==> src/design/pmlod_pkg.sv <==
// Shared types and constants of the progressive-mesh level-of-detail engine.
package pmlod_pkg;

  localparam int IN_TDATA_W  = 144;
  localparam int OUT_TDATA_W = 64;
  localparam int CFG_INDEX_W = 4;
  localparam int CFG_DATA_W  = 16;
  localparam int TARGET_W    = 18;

  // Target used when no distance points are loaded: above any reachable count.
  localparam logic [TARGET_W-1:0] FULL_DETAIL_TARGET = {TARGET_W{1'b1}};

  localparam logic [CFG_INDEX_W-1:0] CFG_COLLAPSE_COUNT  = 4'd0;
  localparam logic [CFG_INDEX_W-1:0] CFG_LOD_POINT_COUNT = 4'd1;
  localparam logic [CFG_INDEX_W-1:0] CFG_MIN_VERTICES    = 4'd2;
  localparam logic [CFG_INDEX_W-1:0] CFG_MIN_INDICES     = 4'd3;

  typedef enum logic [2:0] {
    REQ_LOAD_INDEX  = 3'd0,
    REQ_LOAD_CHANGE = 3'd1,
    REQ_LOAD_RECORD = 3'd2,
    REQ_LOAD_LOD    = 3'd3,
    REQ_RESTART     = 3'd4,
    REQ_SET_VERTS   = 3'd5,
    REQ_SET_DIST    = 3'd6,
    REQ_READ_INDEX  = 3'd7
  } req_t;

  typedef struct packed {
    req_t        kind;
    logic [12:0] address;
    logic [15:0] word_value;
    logic [15:0] vertices_to_lose;
    logic [15:0] indices_to_lose;
    logic [12:0] change_start;
    logic [13:0] change_count;
    logic        should_collapse;
    logic [31:0] distance;
    logic [15:0] target_vertices;
  } cmd_t;

  typedef struct packed {
    logic [15:0] target;
    logic [15:0] vlose;
    logic [15:0] ilose;
    logic [12:0] cstart;
    logic [13:0] ccount;
    logic        should;
  } rec_t;

  typedef struct packed {
    logic [10:0] collapse_count;
    logic [3:0]  lod_point_count;
    logic [15:0] min_vertices;
    logic [15:0] min_indices;
  } cfg_t;

  typedef enum logic [1:0] {
    MODE_UP     = 2'd0,
    MODE_DOWN   = 2'd1,
    MODE_SHOULD = 2'd2
  } mode_t;

endpackage

==> src/design/pmlod_front.sv <==
// Request front end: unpacks and classifies requests into a two-entry queue.
module pmlod_front import pmlod_pkg::*; (
  input  logic                  clk,
  input  logic                  rst_n,
  input  logic                  in_tvalid,
  output logic                  in_tready,
  input  logic [IN_TDATA_W-1:0] in_tdata,
  input  logic [2:0]            in_tuser,
  output logic                  q_valid,
  output cmd_t                  q_cmd,
  input  logic                  q_pop
);

  cmd_t       slot_r [2];
  logic       wp_r, wp_nxt;
  logic       rp_r, rp_nxt;
  logic [1:0] cnt_r, cnt_nxt;
  cmd_t       cmd_in;
  logic       push;

  always_comb begin
    cmd_in.kind             = req_t'(in_tuser);
    cmd_in.address          = in_tdata[12:0];
    cmd_in.word_value       = in_tdata[28:13];
    cmd_in.vertices_to_lose = in_tdata[44:29];
    cmd_in.indices_to_lose  = in_tdata[60:45];
    cmd_in.change_start     = in_tdata[73:61];
    cmd_in.change_count     = in_tdata[87:74];
    cmd_in.should_collapse  = in_tdata[88];
    cmd_in.distance         = in_tdata[120:89];
    cmd_in.target_vertices  = in_tdata[136:121];
  end

  assign in_tready = (cnt_r != 2'd2);
  assign push      = in_tvalid && in_tready;
  assign q_valid   = (cnt_r != 2'd0);
  assign q_cmd     = slot_r[rp_r];

  always_comb begin
    wp_nxt  = push ? ~wp_r : wp_r;
    rp_nxt  = q_pop ? ~rp_r : rp_r;
    cnt_nxt = cnt_r + 2'(push) - 2'(q_pop);
  end

  always_ff @(posedge clk) begin
    if (!rst_n) begin
      wp_r  <= 1'b0;
      rp_r  <= 1'b0;
      cnt_r <= 2'd0;
    end else begin
      wp_r  <= wp_nxt;
      rp_r  <= rp_nxt;
      cnt_r <= cnt_nxt;
    end
  end

  always_ff @(posedge clk) begin
    if (push) begin
      slot_r[wp_r] <= cmd_in;
    end
  end

endmodule

==> config.mk <==
export PLATFORM = sky130hd
export DESIGN_NAME = pmlod_front
export DESIGN_NICKNAME = d
export VERILOG_FILES = /design/src/design/pmlod_pkg.sv /design/src/design/pmlod_front.sv
export SDC_FILE = /design/constraint.sdc
export NUM_CORES = 1
export LEC_CHECK = 0
export BUFFER_PORTS_ARGS = -buffer_cell sky130_fd_sc_hd__buf_2
export CAP_MARGIN = 25
export CORE_AREA = 2 2 148 150
export DETAILED_ROUTE_END_ITERATION = 10
export DIE_AREA = 0 0 150 152
export MAX_ROUTING_LAYER = met4
export PLACE_DENSITY = 0.87
export SLEW_MARGIN = 20
export SYNTH_ARGS = -nofsm -noshare
export SYNTH_HDL_FRONTEND = slang
export SYNTH_SLANG_ARGS = --single-unit
export TNS_END_PERCENT = 50
==> constraint.sdc <==
create_clock -name clk -period 5.55 [get_ports clk]
set_input_delay 0.2775 -clock clk [delete_from_list [all_inputs] [get_ports clk]]
set_output_delay 0.2775 -clock clk [all_outputs]
set_load 0.01 [all_outputs]
==> results.yml, run 1 <==
clock_network:
  cts_buffers: 29
  cts_root_buffer: "clkbuf_16"
  cts_sinks: 285
  clock_path_buffers: 3
  cts_tree: "yes"
  clkTransAtPathRegs_ps: 70
  post-cts-setup-buffers: 0
  clkLatencyLatePin_ps: 520
  htreeDepth: 1
global_route:
  grt-ovfl-total: 0
  grt_pass1_wl_um: 33500
  grt_pass1_vias: 6586
  grt_use_total_pct: 19.5
  grt_antenna_before_repair: 1
  grt_start_max_net_pins: 106
sta:
  final_max_slew_viol_count: 0
  max-slew-margin-rel_pct: 40.5
  setup_viol: 0
  max_freq_mhz: 356
  worst_slack_ps: 2740
  finalSetupTns_ps: 0
  hold_violations: 0
  worst_slew_pin_slew_ps: 892
  fin_skew_ps: 12.2
  period_needed_ps: 2810
  fin_crit_sh_pct: 50.7
  rsz0062_at_grt: "false"
power_and_ir_drop:
  p_sw_share_pct: 22.3
  clkPwrFrac_pct: 36.2
  p_int_mw: 4.15
  p_seq_share_pct: 49.5
  vdd_drop_max_v: 0.000271
  power.switching_mw: 1.19
  p_leak_nw: 5.83
  comb_power_share_pct: 14.4
  cellPowerDensity_mw_per_mm2: 360
  p_total_mw: 5.34
route:
  ant_nets: 0
  vias: 5949
  top_layer: "met4"
  wirelength_um: 22300
  drtPass1Iterations: 4
  drc_errors: 0
  met3WireLength_um: 1370
  dr_wl_met2_um: 12300
  met1_length_um: 8020
  avgViaCountPerCell: 4.91
  wl_per_cell_um: 18.4
  drt_iter0_markers: 236
floorplan:
  fp.coreArea_mm2: 0.0214
  dieArea_mm2: 0.0228
  fp.dieW_um: 150
  io-pin-count: 293
  die_h_um: 152
  num_rows: 54
  initial_utilization_pct: 50.5
placed_design:
  gp_congestion: 0.728
  post-place-ws_ps: 2960
  place.detailed.hpwl_um: 12600
  placed_cell_area_mm2: 0.0125
  port_buffers: 285
finish:
  final_cell_mix: "buf_2, edfxtp_1, dlygate4sd3_1, mux2_4, mux2_2"
  layout_commonest_cell: "buf_2"
  fillCellCount: 1340
  drive_gt1_share_pct: 51.7
  area_delta_synth_final_pct: 37.5
  fin_nets: 1060
  design_area_mm2: 0.0148
synthesis:
  synth_area_mm2: 0.0108
  yosys-top-cells-area: "edfxtp_1, mux2_4, mux2_2"
  syn-num-nets: 616
  ys_seq_area_share_pct: 78.9
  synth_top_family_by_area: "multiplexers"
  synthAdderAreaFrac_pct: 0.116
  synth.distinct_cells: 25
  synth_xor_xnor_area_share_pct: 0.162
  yosysTopAreaCellShare_pct: 78.0
  muxShareOfSynthArea_pct: 18.2
  synth_compound_area_share_pct: 0.418
  yosys.area_share.simple_pct: 0.684
  yosys.area.top_type: "edfxtp_1"
  ys_seq_elements: 285
  syn_inst: 464
  syn_avg_cell_area_um2: 23.2
  yosysWarnings: 0
worst_setup_path:
  crit_chain: "buf_12 > mux2_2 > buf_2"
  cp.arrival_ps: 2530
  cp-end-kind: "output port"
  cpMaxStageDelayCell: "dfxtp_4"
  crit_type: "reg -> out"
  critPathMaxFanout: 105
  worstPathRequired_ps: 5270
  critPathTopFamily: "buffers and inverters"
  crit_buf_inv: 2
  critPathLaunchType: "flip-flop"
  max_stage_delay_ps: 680
hold_path:
  hp-class: "in -> reg"
run_status:
  status: "completed"
job:
  max-cap-violations: 0
-- layout make-up --
cell class                      count  area [µm²]  share of cell area [%]
Sequential cell                   285        8510                    57.4
Timing Repair Buffer              429        2870                    19.4
Multi-Input combinational cell    161        2120                    14.3
Clock buffer                       37         776                    5.23
Tap cell                          280         350                    2.36
Clock inverter                     16         186                    1.26
Inverter                            2        12.5                  0.0844
Antenna cell                        1        2.50                  0.0169
-- path summary, 6_finish.rpt --
check | slack (ps) | endpoint | startpoint | cells after the start
setup / recovery | 2740 | q_cmd[30] | flip-flop | 3
hold / removal | 70 | cnt_r[1] | rst_n | 2
setup reg to reg | 2950 | slot_r[0][84] | cnt_r[0] | 4
hold reg to reg | 580 | flip-flop | rp_r | 2
-- sequential cells by signal, summed over array words and instances (netlist names), named ones only --
register / flops
slot_r: 280
cnt_r: 2
rp_r: 1
wp_r: 1
-- cells by family after synthesis --
kind of cell / Yosys count
compound gates: 5
buf+inv: 18
simple gates: 12
xor+xnor: 2
fa+ha+maj: 1
flops: 285
mux: 141
-- routing by layer --
layer,up-vias,GRT usage [%]
met5,-,-
met1,2928,20.6
met2,231,36.4
li1,2739,-
met3,51,3.66
met4,0,5.97
-- power by group through the flow --
stage | Sequential (mW) | Combinational, mW | Clock, mW
final | 2.64 | 0.768 | 1.93
after CTS | 2.64 | 0.769 | 1.96
after detailed placement | 2.68 | 0.686 | 0
after global routing | 2.66 | 0.820 | 2.06
after floorplan | 2.68 | 0.441 | 0
after global placement | 2.67 | 0.673 | 0
-- timing repair --
item,CTS,global route
hold buffers,140,0
gates resized for setup,0,0
endpoints found under the hold margin,280,0
-- cells in the mapped netlist --
cell type,count
edfxtp_1,280
mux2_4,100
mux2_2,40
buf_6,11
dfxtp_1,5
buf_2,4
and2_1,3
inv_1,2
nand2_1,2
nand3b_1,2
a211o_1,1
a211oi_1,1
a21bo_2,1
a21boi_0,1
a21boi_2,1
and3_1,1
buf_8,1
ha_1,1
mux2i_1,1
nand2b_1,1
nand3_1,1
nor4b_1,1
or2_2,1
xnor2_1,1
xor2_1,1
-- through the flow --
stage / hold WS (ps) / std cells / utilization [%]
final: 66.1 / 1211 / 69.4
after global routing: 62.1 / 1211 / 69.4
after CTS: 51.8 / 1210 / 69.4
after detailed placement: 468 / 1017 / 58.4
after global placement: 464 / 1017 / 58.4
after floorplan: 376 / 464 / -
(Power assumes the default switching activity.)
==> run 2, diff against run 1 <==
==> constraint.sdc (replaced) <==
create_clock -name clk -period 2.9 [get_ports clk]
set_input_delay 0.145 -clock clk [delete_from_list [all_inputs] [get_ports clk]]
set_output_delay 0.145 -clock clk [all_outputs]
set_load 0.01 [all_outputs]
==> run 2 against run 1 <==
  * First-iteration DRC count grew 7.6%
  * Flip-flop and latch count stayed put
  * Highest routed layer unchanged
  * Register-to-register slack lost 2000 ps
  * Via count increased by 0.30%
  * Wire length increased by 4.1%
  * Final area is 0.41% higher
  * Cell count is 0.58% higher
  * Power is 88% higher
  * Core utilization increased by 0.29 points
  * Combinational power grew 100%
  * Global-route usage is 0.93 points higher
==> results.yml, run 2 (same netlist as run 1, synthesis figures left out) <==
run_status:
  status: "completed"
power_and_ir_drop:
  p_leak_nw: 5.86
  cellPowerDensity_mw_per_mm2: 675
  vdd_drop_max_v: 0.000601
  p_total_mw: 10.0
route:
  wirelength_um: 23300
  ant_nets: 0
  met3WireLength_um: 1370
  top_layer: "met4"
  drc_errors: 0
  vias: 5967
  drtPass1Iterations: 4
  met1_length_um: 8470
  wl_per_cell_um: 19.1
  drt_iter0_markers: 254
  dr_wl_met2_um: 12700
  avgViaCountPerCell: 4.90
floorplan:
  fp.dieW_um: 150
  dieArea_mm2: 0.0228
  fp.coreArea_mm2: 0.0214
  die_h_um: 152
  num_rows: 54
  io-pin-count: 293
  initial_utilization_pct: 50.5
global_route:
  grt_pass1_vias: 6561
  grt_antenna_before_repair: 1
  grt_start_max_net_pins: 75
  grt_pass1_wl_um: 34900
  grt_use_total_pct: 20.4
  grt-ovfl-total: 0
sta:
  max_freq_mhz: 429
  final_max_slew_viol_count: 0
  max-slew-margin-rel_pct: 60.3
  timing.hold.ws_ps: 34.9
  setup_viol: 0
  fin_skew_ps: 12.6
  hold_violations: 0
  rsz0062_at_grt: "false"
  period_needed_ps: 2330
  worst_slew_pin_slew_ps: 595
  fin_crit_sh_pct: 80.3
worst_setup_path:
  critPathLaunchType: "flip-flop"
  crit_type: "reg -> out"
  cp-end-kind: "output port"
  critPathMaxFanout: 74
  worstPathRequired_ps: 2760
  cp.arrival_ps: 2180
finish:
  fillCellCount: 1312
  area_delta_synth_final_pct: 38.0
  final_core_util_pct: 69.7
  largest_register_ffs: 280
  final_cell_mix: "buf_2, edfxtp_1, dlygate4sd3_1, mux2_4, mux2_2"
  fin_nets: 1068
  final_cells: 1218
  regMostFlops: "slot_r"
  reg_top3: "slot_r (280), cnt_r (2)"
  layout_commonest_cell: "buf_2"
  drive_gt1_share_pct: 51.0
  design_area_mm2: 0.0149
placed_design:
  gp_congestion: 0.757
  port_buffers: 285
  dp_cells: 1025
  placed_cell_area_mm2: 0.0126
  place.detailed.hpwl_um: 13300
clock_network:
  clock_path_buffers: 3
  cts_buffers: 27
  post_cts_resized: 0
  clkLatencyLatePin_ps: 530
  cts_tree: "yes"
  cts_root_buffer: "clkbuf_16"
  cts_sinks: 285
  clkTransAtPathRegs_ps: 60
  htreeDepth: 1
  post-cts-setup-buffers: 0
job:
  max-cap-violations: 0
hold_path:
  hp-class: "in -> reg"
[run 2: changes by cell type in the layout (fill, tap and decap cells not counted), sizes merged]
| cell | previous run | this run |
|---|---|---|
| buf | 289 | 297 |
| bufinv | 4 | 3 |
| clkbuf | 37 | 38 |
| clkinv | 9 | 8 |
| clkinvlp | 3 | 0 |
| dlygate4sd3 | 140 | 142 |
| inv | 2 | 3 |
[run 2: timing repair]
item | 4_1_cts | 5_1_grt
endpoints found under the setup margin | 0 | 0
endpoints found under the hold margin | 285 | 0
hold buffers | 142 | 0
[run 2: layout make-up]
type / count / area, µm² / share of cell area, %
clock inverters: 12 / 131 / 0.882
inverters: 2 / 12.5 / 0.0840
multi-input cells: 161 / 2120 / 14.2
clock buffers: 38 / 737 / 4.95
well taps: 280 / 350 / 2.35
diodes: 1 / 2.50 / 0.0168
flip-flops and latches: 285 / 8510 / 57.2
repair buffers: 439 / 3030 / 20.3
[run 2: per-layer routing]
layer / vias to the layer above / GRT usage, %
met4: 0 / 6.74
met5: - / -
li1: 2754 / -
met3: 56 / 3.81
met1: 2912 / 22.3
met2: 245 / 37.2
[run 2: worst paths after layout]
| check | slack, ps | cells after the start | endpoint | startpoint |
|---|---|---|---|---|
| max | 570 | 3 | q_cmd[116] | flip-flop |
| min reg2reg | 580 | 2 | flip-flop | rp_r |
| max reg2reg | 960 | 4 | slot_r[0][40] | cnt_r[0] |
| min | 30 | 3 | flip-flop | q_pop |
[run 2: worst max-delay path, cell delays in order, from the launching register on]
cell     delay [ps]
dfxtp_4         580
buf_12          450
mux2_4          370
buf_2           150
[run 2: report_power, final]
part	internal [mW]	switching, mW	total, mW
logic	0.804	0.736	1.54
registers	4.93	0.111	5.05
clock network	2.03	1.43	3.46
[run 2: metrics by stage]
stage	setup TNS, ps	setup WS, ps
floorplan	-141400	-1010
global placement	0	1030
detailed placement	0	982
CTS	0	574
global route	0	501
finish	0	571
==> run 3, diff against run 2 <==
--- a/config.mk
+++ b/config.mk
@@ -7,11 +7,11 @@
 export LEC_CHECK = 0
 export BUFFER_PORTS_ARGS = -buffer_cell sky130_fd_sc_hd__buf_2
 export CAP_MARGIN = 25
-export CORE_AREA = 2 2 148 150
+export CORE_AREA = 2 2 155 157
 export DETAILED_ROUTE_END_ITERATION = 10
-export DIE_AREA = 0 0 150 152
+export DIE_AREA = 0 0 157 159
 export MAX_ROUTING_LAYER = met4
-export PLACE_DENSITY = 0.87
+export PLACE_DENSITY = 0.84
 export SLEW_MARGIN = 20
 export SYNTH_ARGS = -nofsm -noshare
 export SYNTH_HDL_FRONTEND = slang
==> constraint.sdc (replaced) <==
create_clock -name clk -period 2.08 [get_ports clk]
set_input_delay 0.104 -clock clk [delete_from_list [all_inputs] [get_ports clk]]
set_output_delay 0.104 -clock clk [all_outputs]
set_load 0.01 [all_outputs]
==> run 3 against run 2 <==
  * Via count grew 2.5%
  * Critical endpoint is now q_cmd[109]
  * Largest power group unchanged
  * Core utilization shrank 4.5 points
  * Cell count grew 4.4%
  * Highest routed layer unchanged
  * Final area grew 1.7%
  * Clock skew shrank 3.1 ps
  * Sequential share of layout area shrank 0.92 points
  * Die area grew 9.5%
==> results.yml, run 3 (same netlist as run 1, synthesis figures left out) <==
worst_setup_path:
  critPathTopFamily: "buffers and inverters"
  critical_path.most_common_cell: "buf_12"
  max_stage_delay_ps: 360
  worstRegToRegCells: 3
  regToRegSetupSlack_ps: 490
  crit_end: "q_cmd[109]"
  cp.depth: 4
  cpMaxStageDelayCell: "dfxtp_4"
  crit_type: "reg -> out"
  crit_buf_inv: 3
  cp-end-kind: "output port"
  r2r-start: "cnt_r[0]"
  critPathMaxFanout: 36
  crit_chain: "buf_12 > buf_12 > mux2_4 > buf_2"
  rr_endpoint: "slot_r[1][109]"
  cp.arrival_ps: 1820
  worstPathRequired_ps: 1980
  critPathLaunchType: "flip-flop"
clock_network:
  clkTransAtPathRegs_ps: 60
  clock_path_buffers: 3
  cts_root_buffer: "clkbuf_16"
  clkLatencyLatePin_ps: 530
  cts_tree: "yes"
  cts_buffers: 29
  cts_sinks: 285
  htreeDepth: 1
sta:
  worst_slack_ps: 159
  period_needed_ps: 1920
  final_max_slew_viol_count: 0
  hold_violations: 0
  max-slew-margin-rel_pct: 70.0
  timing.hold.ws_ps: 128
  rsz0062_at_grt: "false"
  max_freq_mhz: 520
  fin_crit_sh_pct: 92.4
  worst_slew_pin_slew_ps: 450
  fin_skew_ps: 9.51
  setup_viol: 0
floorplan:
  initial_utilization_pct: 46.5
  io-pin-count: 293
  die_h_um: 159
  dieArea_mm2: 0.0250
  fp.coreArea_mm2: 0.0232
  num_rows: 56
  fp.dieW_um: 157
global_route:
  grt_use_total_pct: 19.3
  grt_start_max_net_pins: 76
  grt-ovfl-total: 0
  grt_pass1_vias: 6785
  grt_antenna_before_repair: 2
  grt_pass1_wl_um: 35900
job:
  max-cap-violations: 0
run_status:
  status: "completed"
placed_design:
  port_buffers: 285
  place.detailed.hpwl_um: 13700
  dp_cells: 1067
  post-place-ws_ps: 485
  gp_congestion: 0.772
finish:
  layout_commonest_cell: "buf_2"
  reg_top3: "slot_r (280), cnt_r (2)"
  final_cell_mix: "buf_2, edfxtp_1, dlygate4sd3_1, mux2_4, mux2_2"
  fin_nets: 1079
  regArea_mm2: 0.00851
  regMostFlops: "slot_r"
  multi_input_area_mm2: 0.00212
  fillCellCount: 1508
  drive_gt1_share_pct: 52.4
  largest_register_ffs: 280
  final_cells: 1271
  area_delta_synth_final_pct: 40.3
route:
  ant_nets: 0
  wirelength_um: 24000
  drt_iter0_markers: 325
  drtPass1Iterations: 4
  wl_per_cell_um: 18.8
  drc_errors: 0
  avgViaCountPerCell: 4.81
  vias: 6115
hold_path:
  hp-class: "in -> reg"
power_and_ir_drop:
  p_leak_nw: 5.96
  p_total_mw: 14.4
  cellPowerDensity_mw_per_mm2: 954
  vdd_drop_max_v: 0.000689
[run 3: worst reg2reg max path: stages (launching register included)]
cell and delay, ps:
dfxtp_2 350, nand2b_4 150, and3_4 460, buf_12 290
[run 3: how the worst min path moves through the flow]
stage,startpoint,to,slack (ps),cells past startpoint
2_1_floorplan,in_tdata[121],slot_r[0][0],200,0
3_3_place_gp,in_tdata[97],slot_r[0][24],290,1
3_5_place_dp,in_tdata[89],slot_r[0][16],300,1
4_1_cts,in_tvalid,cnt_r[1],110,4
5_1_grt,in_tvalid,cnt_r[1],140,4
6_report,in_tvalid,cnt_r[1],130,4
[run 3: timing repair]
item                                    CTS  global route
endpoints found under the hold margin   285             0
setup buffers                             0             5
endpoints found under the setup margin   29           103
gates resized for setup                   1             0
hold buffers                            143             0
[run 3: metal layers]
metal | vias up | track usage, % | routed length [µm]
met4 | 0 | 7.88 | 920
met2 | 250 | 35.5 | 13000
met5 | - | - | 0
met3 | 73 | 3.78 | 1380
met1 | 3014 | 19.8 | 8630
li1 | 2778 | - | -
[run 3: layout make-up]
| cell class | instances | share of cell area [%] |
|---|---|---|
| inverters | 2 | 0.0744 |
| clock buffers | 37 | 5.13 |
| multi-input cells | 161 | 14.0 |
| diodes | 2 | 0.0331 |
| well taps | 319 | 2.64 |
| clock inverters | 17 | 1.28 |
| flip-flops and latches | 285 | 56.3 |
| repair buffers | 448 | 20.6 |
[run 3: report_power, final]
part           total (mW)  leakage, nW  internal [mW]  switching, mW
Clock                5.21        0.474           3.13           2.08
Sequential           7.02         2.66           6.88          0.135
Combinational        2.21         2.83           1.14           1.06
[run 3: metrics by stage]
| stage | cell area (µm²) | util, % | TNS (ps) |
|---|---|---|---|
| 6_report | 15100 | 65.3 | 0 |
| 5_1_grt | 15100 | 65.3 | 0 |
| 4_1_cts | 15100 | 65.0 | -170 |
| 3_5_place_dp | 12700 | 54.7 | 0 |
| 3_3_place_gp | 12700 | 54.7 | 0 |
| 2_1_floorplan | 10800 | - | -226600 |
